===== src/hdl/arptcp_pkg.sv =====
package arptcp_pkg;

   localparam int ARP_ENTRIES = 16;
   localparam int CONN_SLOTS  = 8;
   localparam int RX_CAPACITY = 2048;

   localparam int ARP_IDX_W  = (ARP_ENTRIES > 1) ? $clog2(ARP_ENTRIES) : 1;
   localparam int FILL_W     = ARP_IDX_W + 1;
   localparam int CONN_IDX_W = (CONN_SLOTS > 1) ? $clog2(CONN_SLOTS) : 1;
   localparam int ARP_DATA_W = 80;

   localparam logic [15:0] ETYPE_ARP  = 16'h0806;
   localparam logic [15:0] ETYPE_IPV4 = 16'h0800;
   localparam logic [15:0] ARP_REPLY  = 16'd2;
   localparam logic [7:0]  PROTO_TCP  = 8'd6;
   localparam logic [7:0]  FLAG_FIN   = 8'h01;
   localparam logic [7:0]  FLAG_SYN   = 8'h02;
   localparam logic [7:0]  FLAG_ACK   = 8'h10;
   localparam logic [15:0] PORT_BASE  = 16'd49152;
   localparam logic [15:0] PORT_MASK  = 16'h3FFF;
   localparam logic [16:0] RX_LIMIT   = 17'(RX_CAPACITY);

   typedef enum logic [1:0] {
      OP_FRAME  = 2'd0,
      OP_LOOKUP = 2'd1,
      OP_OPEN   = 2'd2
   } op_type;

   typedef enum logic [3:0] {
      ST_IGNORED     = 4'd0,
      ST_ARP_ADDED   = 4'd1,
      ST_ARP_FULL    = 4'd2,
      ST_HIT         = 4'd3,
      ST_MISS        = 4'd4,
      ST_ESTABLISHED = 4'd5,
      ST_CLOSED      = 4'd6,
      ST_STORED      = 4'd7,
      ST_NOT_STORED  = 4'd8,
      ST_NO_ACTION   = 4'd9,
      ST_NO_CONN     = 4'd10,
      ST_OPENED      = 4'd11,
      ST_TABLE_FULL  = 4'd12
   } status_type;

   typedef enum logic [1:0] {
      PH_CLOSED      = 2'd0,
      PH_SYN_SENT    = 2'd1,
      PH_ESTABLISHED = 2'd2
   } phase_type;

   typedef enum logic [2:0] {
      S_IDLE,
      S_DISPATCH,
      S_ARP_SCAN,
      S_CONN_SCAN,
      S_OPEN_SCAN,
      S_UPDATE,
      S_RESPOND
   } state_type;

endpackage


===== src/hdl/arptcp_if.sv =====
interface arptcp_req_if;
   import arptcp_pkg::*;

   logic        valid;
   logic        ready;
   logic [1:0]  op;
   logic [15:0] ethertype;
   logic [15:0] arp_oper;
   logic [31:0] ip_addr;
   logic [47:0] mac_addr;
   logic [7:0]  ip_protocol;
   logic [3:0]  ip_header_words;
   logic [15:0] ip_total_len;
   logic [15:0] dest_port;
   logic [7:0]  tcp_flags;
   logic [31:0] tcp_seq;
   logic [3:0]  tcp_data_words;

   modport source (
      output valid, op, ethertype, arp_oper, ip_addr, mac_addr, ip_protocol,
             ip_header_words, ip_total_len, dest_port, tcp_flags, tcp_seq,
             tcp_data_words,
      input  ready
   );

   modport sink (
      input  valid, op, ethertype, arp_oper, ip_addr, mac_addr, ip_protocol,
             ip_header_words, ip_total_len, dest_port, tcp_flags, tcp_seq,
             tcp_data_words,
      output ready
   );
endinterface

interface arptcp_rsp_if;
   import arptcp_pkg::*;

   logic        valid;
   logic        ready;
   logic [3:0]  status;
   logic [3:0]  slot;
   logic [47:0] found_mac;
   logic [31:0] ack_number;
   logic [15:0] local_port;

   modport source (
      output valid, status, slot, found_mac, ack_number, local_port,
      input  ready
   );

   modport sink (
      input  valid, status, slot, found_mac, ack_number, local_port,
      output ready
   );
endinterface


===== src/hdl/arptcp_ram.sv =====
module arptcp_ram #(
   parameter int WIDTH = 8,
   parameter int DEPTH = 16,
   localparam int ADDR_W = (DEPTH > 1) ? $clog2(DEPTH) : 1
) (
   input  logic              clock,
   input  logic              wr_en,
   input  logic [ADDR_W-1:0] wr_addr,
   input  logic [WIDTH-1:0]  wr_data,
   input  logic [ADDR_W-1:0] rd_addr,
   output logic [WIDTH-1:0]  rd_data
);

   logic [WIDTH-1:0] mem_ff [DEPTH];
   logic [WIDTH-1:0] rd_data_ff;

   always_ff @(posedge clock) begin
      if (wr_en) begin
         mem_ff[wr_addr] <= wr_data;
      end
      rd_data_ff <= mem_ff[rd_addr];
   end

   assign rd_data = rd_data_ff;

endmodule


===== src/hdl/arp_cache_and_tcp_receive_table_core.sv =====
// Channel   Modport  Direction  Contents
// req_chan  sink     in         one operation: frame headers, ARP lookup or open
// rsp_chan  source   out        one result per operation
//
// A response becomes valid after the dispatch state, which answers ARP frames, ignored
// operations and lookups in an empty cache itself, or starts a scan of the ARP entries
// (up to 16) or of the connection slots (up to 8), plus an update state for a matching
// TCP segment. ARP entries come from a RAM with a registered read.
// The block takes one transaction at a time and is not ready until its response
// has been taken. Reset is synchronous and empties both tables at once.
module arp_cache_and_tcp_receive_table_core (
   input logic           clock,
   input logic           reset,
   arptcp_req_if.sink    req_chan,
   arptcp_rsp_if.source  rsp_chan
);
   import arptcp_pkg::*;

   state_type state_ff, state_in;

   logic [FILL_W-1:0]     fill_ff, fill_in;
   logic [ARP_IDX_W-1:0]  arp_idx_ff, arp_idx_in;
   logic [CONN_IDX_W-1:0] conn_idx_ff, conn_idx_in;
   logic                  rsp_valid_ff, rsp_valid_in;

   phase_type   conn_phase_ff [CONN_SLOTS];
   phase_type   conn_phase_in [CONN_SLOTS];
   logic [15:0] conn_port_ff [CONN_SLOTS];
   logic [15:0] conn_port_in [CONN_SLOTS];
   logic [31:0] conn_ack_ff [CONN_SLOTS];
   logic [31:0] conn_ack_in [CONN_SLOTS];
   logic [15:0] conn_rx_ff [CONN_SLOTS];
   logic [15:0] conn_rx_in [CONN_SLOTS];

   logic [1:0]  op_ff, op_in;
   logic [15:0] etype_ff, etype_in;
   logic [15:0] oper_ff, oper_in;
   logic [31:0] ip_ff, ip_in;
   logic [47:0] mac_ff, mac_in;
   logic [7:0]  proto_ff, proto_in;
   logic [3:0]  hdr_words_ff, hdr_words_in;
   logic [15:0] total_len_ff, total_len_in;
   logic [15:0] dport_ff, dport_in;
   logic [7:0]  flags_ff, flags_in;
   logic [31:0] seq_ff, seq_in;
   logic [3:0]  data_words_ff, data_words_in;
   logic [15:0] dlen_ff, dlen_in;

   status_type  status_ff, status_in;
   logic [3:0]  slot_ff, slot_in;
   logic [47:0] found_mac_ff, found_mac_in;
   logic [31:0] ack_num_ff, ack_num_in;
   logic [15:0] lport_ff, lport_in;

   logic                  ram_we;
   logic [ARP_IDX_W-1:0]  ram_raddr;
   logic [ARP_DATA_W-1:0] ram_rdata;
   logic [31:0]           ram_rd_ip;
   logic [47:0]           ram_rd_mac;

   logic [ARP_IDX_W+3:0]  arp_slot_wide, fill_slot_wide;
   logic [CONN_IDX_W+3:0] conn_slot_wide;
   logic [FILL_W-1:0]     arp_next;
   logic [16:0]           rx_sum;
   logic [15:0]           open_port;

   arptcp_ram #(
      .WIDTH (ARP_DATA_W),
      .DEPTH (ARP_ENTRIES)
   ) u_arp_ram (
      .clock   (clock),
      .wr_en   (ram_we),
      .wr_addr (fill_ff[ARP_IDX_W-1:0]),
      .wr_data ({ip_ff, mac_ff}),
      .rd_addr (ram_raddr),
      .rd_data (ram_rdata)
   );

   assign ram_rd_ip  = ram_rdata[ARP_DATA_W-1:48];
   assign ram_rd_mac = ram_rdata[47:0];

   assign arp_slot_wide  = {4'b0000, arp_idx_ff};
   assign fill_slot_wide = {4'b0000, fill_ff[ARP_IDX_W-1:0]};
   assign conn_slot_wide = {4'b0000, conn_idx_ff};
   assign arp_next       = FILL_W'(arp_idx_ff) + FILL_W'(1);
   assign rx_sum         = {1'b0, conn_rx_ff[conn_idx_ff]} + {1'b0, dlen_ff};
   assign open_port      = PORT_BASE + (16'(fill_ff) & PORT_MASK);

   always_comb begin
      state_in      = state_ff;
      fill_in       = fill_ff;
      arp_idx_in    = arp_idx_ff;
      conn_idx_in   = conn_idx_ff;
      rsp_valid_in  = rsp_valid_ff;
      conn_phase_in = conn_phase_ff;
      conn_port_in  = conn_port_ff;
      conn_ack_in   = conn_ack_ff;
      conn_rx_in    = conn_rx_ff;

      op_in         = op_ff;
      etype_in      = etype_ff;
      oper_in       = oper_ff;
      ip_in         = ip_ff;
      mac_in        = mac_ff;
      proto_in      = proto_ff;
      hdr_words_in  = hdr_words_ff;
      total_len_in  = total_len_ff;
      dport_in      = dport_ff;
      flags_in      = flags_ff;
      seq_in        = seq_ff;
      data_words_in = data_words_ff;
      dlen_in       = total_len_ff - {10'b0, hdr_words_ff, 2'b00}
                      - {10'b0, data_words_ff, 2'b00};

      status_in     = status_ff;
      slot_in       = slot_ff;
      found_mac_in  = found_mac_ff;
      ack_num_in    = ack_num_ff;
      lport_in      = lport_ff;

      ram_we         = 1'b0;
      ram_raddr      = arp_idx_ff;
      req_chan.ready = 1'b0;

      case (state_ff)
         S_IDLE: begin
            req_chan.ready = 1'b1;
            arp_idx_in     = '0;
            conn_idx_in    = '0;
            if (req_chan.valid) begin
               op_in         = req_chan.op;
               etype_in      = req_chan.ethertype;
               oper_in       = req_chan.arp_oper;
               ip_in         = req_chan.ip_addr;
               mac_in        = req_chan.mac_addr;
               proto_in      = req_chan.ip_protocol;
               hdr_words_in  = req_chan.ip_header_words;
               total_len_in  = req_chan.ip_total_len;
               dport_in      = req_chan.dest_port;
               flags_in      = req_chan.tcp_flags;
               seq_in        = req_chan.tcp_seq;
               data_words_in = req_chan.tcp_data_words;
               state_in      = S_DISPATCH;
            end
         end

         S_DISPATCH: begin
            status_in    = ST_IGNORED;
            slot_in      = '0;
            found_mac_in = '0;
            ack_num_in   = '0;
            lport_in     = '0;
            state_in     = S_RESPOND;
            rsp_valid_in = 1'b1;
            case (op_ff)
               OP_FRAME: begin
                  if (etype_ff == ETYPE_ARP) begin
                     if (oper_ff != ARP_REPLY) begin
                        status_in = ST_IGNORED;
                     end else if (fill_ff >= FILL_W'(ARP_ENTRIES)) begin
                        status_in = ST_ARP_FULL;
                     end else begin
                        ram_we    = 1'b1;
                        fill_in   = fill_ff + FILL_W'(1);
                        status_in = ST_ARP_ADDED;
                        slot_in   = fill_slot_wide[3:0];
                     end
                  end else if (etype_ff == ETYPE_IPV4 && proto_ff == PROTO_TCP) begin
                     state_in     = S_CONN_SCAN;
                     rsp_valid_in = 1'b0;
                  end
               end
               OP_LOOKUP: begin
                  if (fill_ff == '0) begin
                     status_in = ST_MISS;
                  end else begin
                     state_in     = S_ARP_SCAN;
                     rsp_valid_in = 1'b0;
                  end
               end
               OP_OPEN: begin
                  state_in     = S_OPEN_SCAN;
                  rsp_valid_in = 1'b0;
               end
               default: begin
                  status_in = ST_IGNORED;
               end
            endcase
         end

         S_ARP_SCAN: begin
            ram_raddr = arp_next[ARP_IDX_W-1:0];
            if (ram_rd_ip == ip_ff) begin
               status_in    = ST_HIT;
               slot_in      = arp_slot_wide[3:0];
               found_mac_in = ram_rd_mac;
               rsp_valid_in = 1'b1;
               state_in     = S_RESPOND;
            end else if (arp_next >= fill_ff) begin
               status_in    = ST_MISS;
               rsp_valid_in = 1'b1;
               state_in     = S_RESPOND;
            end else begin
               arp_idx_in = arp_next[ARP_IDX_W-1:0];
            end
         end

         S_CONN_SCAN: begin
            if (conn_port_ff[conn_idx_ff] == dport_ff) begin
               state_in = S_UPDATE;
            end else if (conn_idx_ff == CONN_IDX_W'(CONN_SLOTS - 1)) begin
               status_in    = ST_NO_CONN;
               rsp_valid_in = 1'b1;
               state_in     = S_RESPOND;
            end else begin
               conn_idx_in = conn_idx_ff + CONN_IDX_W'(1);
            end
         end

         S_OPEN_SCAN: begin
            if (conn_phase_ff[conn_idx_ff] == PH_CLOSED) begin
               conn_port_in[conn_idx_ff]  = open_port;
               conn_ack_in[conn_idx_ff]   = '0;
               conn_rx_in[conn_idx_ff]    = '0;
               conn_phase_in[conn_idx_ff] = PH_SYN_SENT;
               status_in    = ST_OPENED;
               slot_in      = conn_slot_wide[3:0];
               lport_in     = open_port;
               rsp_valid_in = 1'b1;
               state_in     = S_RESPOND;
            end else if (conn_idx_ff == CONN_IDX_W'(CONN_SLOTS - 1)) begin
               status_in    = ST_TABLE_FULL;
               rsp_valid_in = 1'b1;
               state_in     = S_RESPOND;
            end else begin
               conn_idx_in = conn_idx_ff + CONN_IDX_W'(1);
            end
         end

         S_UPDATE: begin
            slot_in      = conn_slot_wide[3:0];
            ack_num_in   = conn_ack_ff[conn_idx_ff];
            rsp_valid_in = 1'b1;
            state_in     = S_RESPOND;
            if ((flags_ff & FLAG_SYN) != '0 && (flags_ff & FLAG_ACK) != '0) begin
               conn_phase_in[conn_idx_ff] = PH_ESTABLISHED;
               conn_ack_in[conn_idx_ff]   = seq_ff + 32'd1;
               ack_num_in = seq_ff + 32'd1;
               status_in  = ST_ESTABLISHED;
            end else if ((flags_ff & FLAG_FIN) != '0) begin
               conn_phase_in[conn_idx_ff] = PH_CLOSED;
               status_in = ST_CLOSED;
            end else if ((flags_ff & FLAG_ACK) != '0) begin
               conn_ack_in[conn_idx_ff] = seq_ff + {16'b0, dlen_ff};
               ack_num_in = seq_ff + {16'b0, dlen_ff};
               if (dlen_ff != '0 && rx_sum < RX_LIMIT) begin
                  conn_rx_in[conn_idx_ff] = rx_sum[15:0];
                  status_in = ST_STORED;
               end else begin
                  status_in = ST_NOT_STORED;
               end
            end else begin
               status_in = ST_NO_ACTION;
            end
         end

         S_RESPOND: begin
            if (rsp_chan.ready) begin
               rsp_valid_in = 1'b0;
               state_in     = S_IDLE;
            end
         end

         default: begin
            state_in = S_IDLE;
         end
      endcase
   end

   always_ff @(posedge clock) begin
      if (reset) begin
         state_ff     <= S_IDLE;
         fill_ff      <= '0;
         arp_idx_ff   <= '0;
         conn_idx_ff  <= '0;
         rsp_valid_ff <= 1'b0;
         for (int i = 0; i < CONN_SLOTS; i++) begin
            conn_phase_ff[i] <= PH_CLOSED;
            conn_port_ff[i]  <= '0;
            conn_ack_ff[i]   <= '0;
            conn_rx_ff[i]    <= '0;
         end
      end else begin
         state_ff      <= state_in;
         fill_ff       <= fill_in;
         arp_idx_ff    <= arp_idx_in;
         conn_idx_ff   <= conn_idx_in;
         rsp_valid_ff  <= rsp_valid_in;
         conn_phase_ff <= conn_phase_in;
         conn_port_ff  <= conn_port_in;
         conn_ack_ff   <= conn_ack_in;
         conn_rx_ff    <= conn_rx_in;
      end
   end

   always_ff @(posedge clock) begin
      op_ff         <= op_in;
      etype_ff      <= etype_in;
      oper_ff       <= oper_in;
      ip_ff         <= ip_in;
      mac_ff        <= mac_in;
      proto_ff      <= proto_in;
      hdr_words_ff  <= hdr_words_in;
      total_len_ff  <= total_len_in;
      dport_ff      <= dport_in;
      flags_ff      <= flags_in;
      seq_ff        <= seq_in;
      data_words_ff <= data_words_in;
      dlen_ff       <= dlen_in;
      status_ff     <= status_in;
      slot_ff       <= slot_in;
      found_mac_ff  <= found_mac_in;
      ack_num_ff    <= ack_num_in;
      lport_ff      <= lport_in;
   end

   assign rsp_chan.valid      = rsp_valid_ff;
   assign rsp_chan.status     = status_ff;
   assign rsp_chan.slot       = slot_ff;
   assign rsp_chan.found_mac  = found_mac_ff;
   assign rsp_chan.ack_number = ack_num_ff;
   assign rsp_chan.local_port = lport_ff;

endmodule


===== src/flat_wrapper.sv =====
// flat-port wrapper written by rule: the top's interface ports become plain ports
module arp_cache_and_tcp_receive_table_core_flat import arptcp_pkg::*;
  (clock, reset, req_chan_valid, req_chan_op, req_chan_ethertype, req_chan_arp_oper, req_chan_ip_addr, req_chan_mac_addr, req_chan_ip_protocol, req_chan_ip_header_words, req_chan_ip_total_len, req_chan_dest_port, req_chan_tcp_flags, req_chan_tcp_seq, req_chan_tcp_data_words, req_chan_ready, rsp_chan_valid, rsp_chan_status, rsp_chan_slot, rsp_chan_found_mac, rsp_chan_ack_number, rsp_chan_local_port, rsp_chan_ready);
  arptcp_req_if req_chan_i ();
  arptcp_rsp_if rsp_chan_i ();
  input logic clock;
  input logic reset;
  input wire logic [$bits(req_chan_i.valid)-1:0] req_chan_valid;
  input wire logic [$bits(req_chan_i.op)-1:0] req_chan_op;
  input wire logic [$bits(req_chan_i.ethertype)-1:0] req_chan_ethertype;
  input wire logic [$bits(req_chan_i.arp_oper)-1:0] req_chan_arp_oper;
  input wire logic [$bits(req_chan_i.ip_addr)-1:0] req_chan_ip_addr;
  input wire logic [$bits(req_chan_i.mac_addr)-1:0] req_chan_mac_addr;
  input wire logic [$bits(req_chan_i.ip_protocol)-1:0] req_chan_ip_protocol;
  input wire logic [$bits(req_chan_i.ip_header_words)-1:0] req_chan_ip_header_words;
  input wire logic [$bits(req_chan_i.ip_total_len)-1:0] req_chan_ip_total_len;
  input wire logic [$bits(req_chan_i.dest_port)-1:0] req_chan_dest_port;
  input wire logic [$bits(req_chan_i.tcp_flags)-1:0] req_chan_tcp_flags;
  input wire logic [$bits(req_chan_i.tcp_seq)-1:0] req_chan_tcp_seq;
  input wire logic [$bits(req_chan_i.tcp_data_words)-1:0] req_chan_tcp_data_words;
  output wire logic [$bits(req_chan_i.ready)-1:0] req_chan_ready;
  output wire logic [$bits(rsp_chan_i.valid)-1:0] rsp_chan_valid;
  output wire logic [$bits(rsp_chan_i.status)-1:0] rsp_chan_status;
  output wire logic [$bits(rsp_chan_i.slot)-1:0] rsp_chan_slot;
  output wire logic [$bits(rsp_chan_i.found_mac)-1:0] rsp_chan_found_mac;
  output wire logic [$bits(rsp_chan_i.ack_number)-1:0] rsp_chan_ack_number;
  output wire logic [$bits(rsp_chan_i.local_port)-1:0] rsp_chan_local_port;
  input wire logic [$bits(rsp_chan_i.ready)-1:0] rsp_chan_ready;
  assign req_chan_i.valid = req_chan_valid;
  assign req_chan_i.op = req_chan_op;
  assign req_chan_i.ethertype = req_chan_ethertype;
  assign req_chan_i.arp_oper = req_chan_arp_oper;
  assign req_chan_i.ip_addr = req_chan_ip_addr;
  assign req_chan_i.mac_addr = req_chan_mac_addr;
  assign req_chan_i.ip_protocol = req_chan_ip_protocol;
  assign req_chan_i.ip_header_words = req_chan_ip_header_words;
  assign req_chan_i.ip_total_len = req_chan_ip_total_len;
  assign req_chan_i.dest_port = req_chan_dest_port;
  assign req_chan_i.tcp_flags = req_chan_tcp_flags;
  assign req_chan_i.tcp_seq = req_chan_tcp_seq;
  assign req_chan_i.tcp_data_words = req_chan_tcp_data_words;
  assign req_chan_ready = req_chan_i.ready;
  assign rsp_chan_valid = rsp_chan_i.valid;
  assign rsp_chan_status = rsp_chan_i.status;
  assign rsp_chan_slot = rsp_chan_i.slot;
  assign rsp_chan_found_mac = rsp_chan_i.found_mac;
  assign rsp_chan_ack_number = rsp_chan_i.ack_number;
  assign rsp_chan_local_port = rsp_chan_i.local_port;
  assign rsp_chan_i.ready = rsp_chan_ready;
  arp_cache_and_tcp_receive_table_core u_core (.clock(clock), .reset(reset), .req_chan(req_chan_i), .rsp_chan(rsp_chan_i));
endmodule

===== config.mk =====
export PLATFORM = sky130hd
export DESIGN_NAME = arp_cache_and_tcp_receive_table_core_flat
export DESIGN_NICKNAME = d
export VERILOG_FILES = /design/src/hdl/arptcp_pkg.sv /design/src/hdl/arptcp_if.sv /design/src/hdl/arptcp_ram.sv /design/src/hdl/arp_cache_and_tcp_receive_table_core.sv /design/src/flat_wrapper.sv
export SDC_FILE = /design/constraint.sdc
export NUM_CORES = 2
export LEC_CHECK = 0
export BUFFER_PORTS_ARGS = -buffer_cell sky130_fd_sc_hd__buf_4
export CAP_MARGIN = 20
export CORE_MARGIN = 3
export CORE_UTILIZATION = 57
export CTS_CLUSTER_DIAMETER = 80
export DETAILED_ROUTE_END_ITERATION = 12
export PLACE_DENSITY_LB_ADDON = 0.12
export SLEW_MARGIN = 20
export SYNTH_ARGS = -nofsm -noshare
export SYNTH_HDL_FRONTEND = slang
export SYNTH_SLANG_ARGS = --single-unit
export TNS_END_PERCENT = 30

===== constraint.sdc =====
create_clock -name clock -period 6.7 [get_ports clock]
set_input_delay 0.67 -clock clock [delete_from_list [all_inputs] [get_ports clock]]
set_output_delay 0.67 -clock clock [all_outputs]
set_load 0.02 [all_outputs]

==> metrics.md <==
| Metric | Value |
|---|---|
| Met1 GRT Util | `0.425` |
| CP Launch Type | `flip-flop` |
| Initial Utilization | `0.575` |
| Resized cells post-CTS | `0` |
| Core area | `0.146 mm^2` |
| Setup TNS | `0 ps` |
| GR peak layer | `met2` |
| Cell at the slowest stage of the critical path | `a31oi_1` |
| Most common cell after layout, fill and taps aside | `edfxtp_1` |
| CTS sink cnt | `2131` |
| Post-CTS Hold Buffers | `176` |
| Top-area cell type share of the netlist area | `0.561` |
| RSZ-0062 raised after global routing | `no` |
| Crit-path most repeated cell | `a21oi_1` |
| Deepest level of the CTS H-tree | `4` |
| Final WL | `227000 um` |
| Maximum fanout along the worst path | `37` |
| Wire length per cell | `28.9 um` |
| Peak Freq | `0.188 GHz` |
| Grt ovf | `0` |
| Final WS setup | `1380 ps` |
| Vias per cell | `6.44` |
| Crit path largest cell delay | `800 ps` |
| Final period utilization | `0.794` |
| Pwr Total | `34.8 mW` |
| Maximum vdd ir drop | `0.287 mV` |
| Req. time, crit path | `7350 ps` |
| Power Dens Cells | `357 mW/mm^2` |
| Post-synth EDFFs | `1571` |
| Worst slew pin tran | `1140 ps` |
| Post-synth cell types | `95` |
| Worst hold path type | `in2reg` |
| Total CTS buffers | `206` |
| DR pass1 iterations | `6` |
| Crit path kind | `reg2reg` |
| Port bufs | `297` |
| Initial antenna violation count | `19` |
| Yosys warnings | `0` |
| Final ANT Viol Nets | `0` |
| Area leader, netlist | `edfxtp_1` |
| CP arrival | `5970 ps` |
| GP Congestion | `0.958` |
| Placed wire-length estimate | `132000 um` |
| Cells after synthesis | `5295` |
| Mean Syn Cell Area | `15.9 um^2` |
| Clock tree buffer depth | `3` |
| Setup repair bufs after CTS | `0` |
| Max Cap Viol | `0` |
| Die W | `390 um` |
| Number of global-route vias before repair | `49741` |
| Slew margin rel. | `0.241` |
| Share of cells above drive strength 1 | `0.210` |
| CP Capture Type | `flip-flop` |
| Vias | `50711` |
| Run status | `complete, no violations` |
| Post-synth ARST share | `0` |
| CP Cell Sequence | `nand2_1 -> nor2_4 -> a22oi_1 -> nand3_1 -> ha_1 -> inv_1 -> fa_1 -> nand2b_1 -> a21o_1 -> a21oi_1 -> a21oi_1 -> mux2i_1 -> and4_1 -> buf_4 -> a31oi_1 -> o32ai_1` |
| Die span in y | `390 um` |
| I/O Pins | `312` |
| Post-synthesis sequential area ratio | `0.694` |
| Skew-Pair Late Insertion Delay | `830 ps` |
| Die ar. | `0.152 mm^2` |
| Reg clk slew, reported paths | `60 ps` |
| Main flop type after synthesis | `edfxtp_1` |
| Top area cells in the synthesized netlist | `edfxtp_1 (56%), dfxtp_1 (13%), mux4_2 (11%), nand2_1 (1.7%), mux2i_1 (1.4%)` |
| Most frequent cells in the layout | `edfxtp_1 (1571), dfxtp_1 (557), mux4_2 (413), buf_4 (390), nand2_1 (371)` |
| Crit-path leading delay family | `compound AO/OA/AOI/OAI gates` |
| Setup Skew | `65.3 ps` |
| Area Overhead vs Synth | `16.0%` |
| Leak pwr | `32.9 nW` |
| Row Count | `140` |
| Bufs and invs on worst path | `2` |
| Final Hold Viols | `0` |
| Final setup viols | `0` |
| First-pass GRT wire length | `334000 um` |
| Fin crit period | `5320 ps` |
| Largest net degree at the start of global routing | `106` |
| Cell Area, Synth | `0.0841 mm^2` |
| CTS tree | `built` |
| Clock root buffer | `clkbuf_16` |
| Max Slew Vio Count | `0` |
| Met2 usage | `0.460` |
| Filler instances | `9903` |
| DRC marker count from the first detailed-route iteration | `5828` |
| Gr usage total | `0.299` |
| Seq cells post-synth | `2131` |
| Grt met3 use | `0.0628` |
| Fin nets | `6028` |
| DRC errors left | `0` |
| Worst slack, placed | `1360 ps` |
==> cells in the mapped netlist (all sizes together) (23+ instances only) <==
cell,instances
mux4,413
nor3b,44
a211oi,32
nand2,382
or3,23
o21ai,190
ha,54
o31ai,44
mux2i,121
inv,110
a221oi,29
nor4,39
o211ai,24
dfxtp,560
a21oi,210
o22ai,33
xor2,57
buf,113
a21o,24
nor2,212
nand3,173
edfxtp,1571
and3,83
o32ai,67
xnor2,52
clkbuf,237
nor3,39
a31oi,23
nand4,30
a22oi,86
==> worst register-to-register path, stage by stage, from the launching register on <==
cell	delay [ps]
dfxtp_4	720
nand2_1	450
nor2_4	450
a22oi_1	170
nand3_1	140
ha_1	200
inv_1	70
fa_1	410
nand2b_1	200
a21o_1	190
a21oi_1	310
a21oi_1	130
mux2i_1	240
and4_1	240
buf_4	220
a31oi_1	800
o32ai_1	200
==> flip-flops by register name, indices dropped and copies added, names as in the netlist, 32 cells and up, named ones only <==
register,cells
u_core.conn_ack_ff,256
u_core.conn_port_ff,48
u_core.u_arp_ram.mem_ff,1280
u_core.rsp_chan.found_mac,48
u_core.rsp_chan.ack_number,32
u_core.ip_ff,32
u_core.conn_rx_ff,128
u_core.seq_ff,32
u_core.u_arp_ram.rd_data,80
u_core.mac_ff,48
==> path summary, 6_finish.rpt <==
path | to | slack (ps) | cells after the start | start
min | u_core.ip_ff[16] | 60 | 1 | req_chan_ip_addr[16]
max | u_core.conn_rx_ff[121] | 1380 | 16 | u_core.conn_idx_ff[1]
max reg2reg | u_core.conn_rx_ff[121] | 1380 | 16 | u_core.conn_idx_ff[1]
min reg2reg | u_core.conn_port_ff[14] | 440 | 2 | u_core.conn_port_ff[14]
==> area by class of cell <==
class / count / area (um^2) / area share
clock buffers: 303 / 5920 / 0.0607
multi-input cells: 2710 / 24100 / 0.247
flip-flops and latches: 2131 / 58400 / 0.599
clock inverters: 86 / 873 / 0.00895
inverters: 112 / 423 / 0.00434
well taps: 1917 / 2400 / 0.0246
repair buffers: 601 / 5420 / 0.0555
diodes: 12 / 30.0 / 0.000308
==> routing by layer <==
layer  wire length, um  vias up
met3             21600      473
met2            105000     2638
met4              9540        4
met1             91400    25832
met5                27        -
li1                  -    21764
==> where the power goes <==
| group | switching (mW) | internal (mW) |
|---|---|---|
| Sequential | 0.997 | 15.5 |
| Combinational | 3.78 | 3.03 |
| Clock | 4.93 | 6.56 |
==> metrics by stage <==
| stage | instances | hold WS (ps) | util | instance area (um^2) |
|---|---|---|---|---|
| after floorplan | 5303 | 422 | - | 84100 |
| after global placement | 7288 | 429 | 0.608 | 88800 |
| after detailed placement | 7292 | 433 | 0.608 | 88900 |
| after CTS | 7857 | 4.85 | 0.667 | 97400 |
| after global routing | 7863 | 5.41 | 0.668 | 97500 |
| final | 7872 | 60.2 | 0.668 | 97600 |
==> kinds of logic after synthesis <==
kind of cell	synth area share
DFF	0.694
and+or+nand+nor	0.0632
AOI/OAI and AO/OA	0.0721
muxes	0.127
buffers and inverters	0.0228
xor gates and xnor gates	0.0114
adders and majority gates	0.00947
other	0.0000446
(Power assumes the default switching activity.)
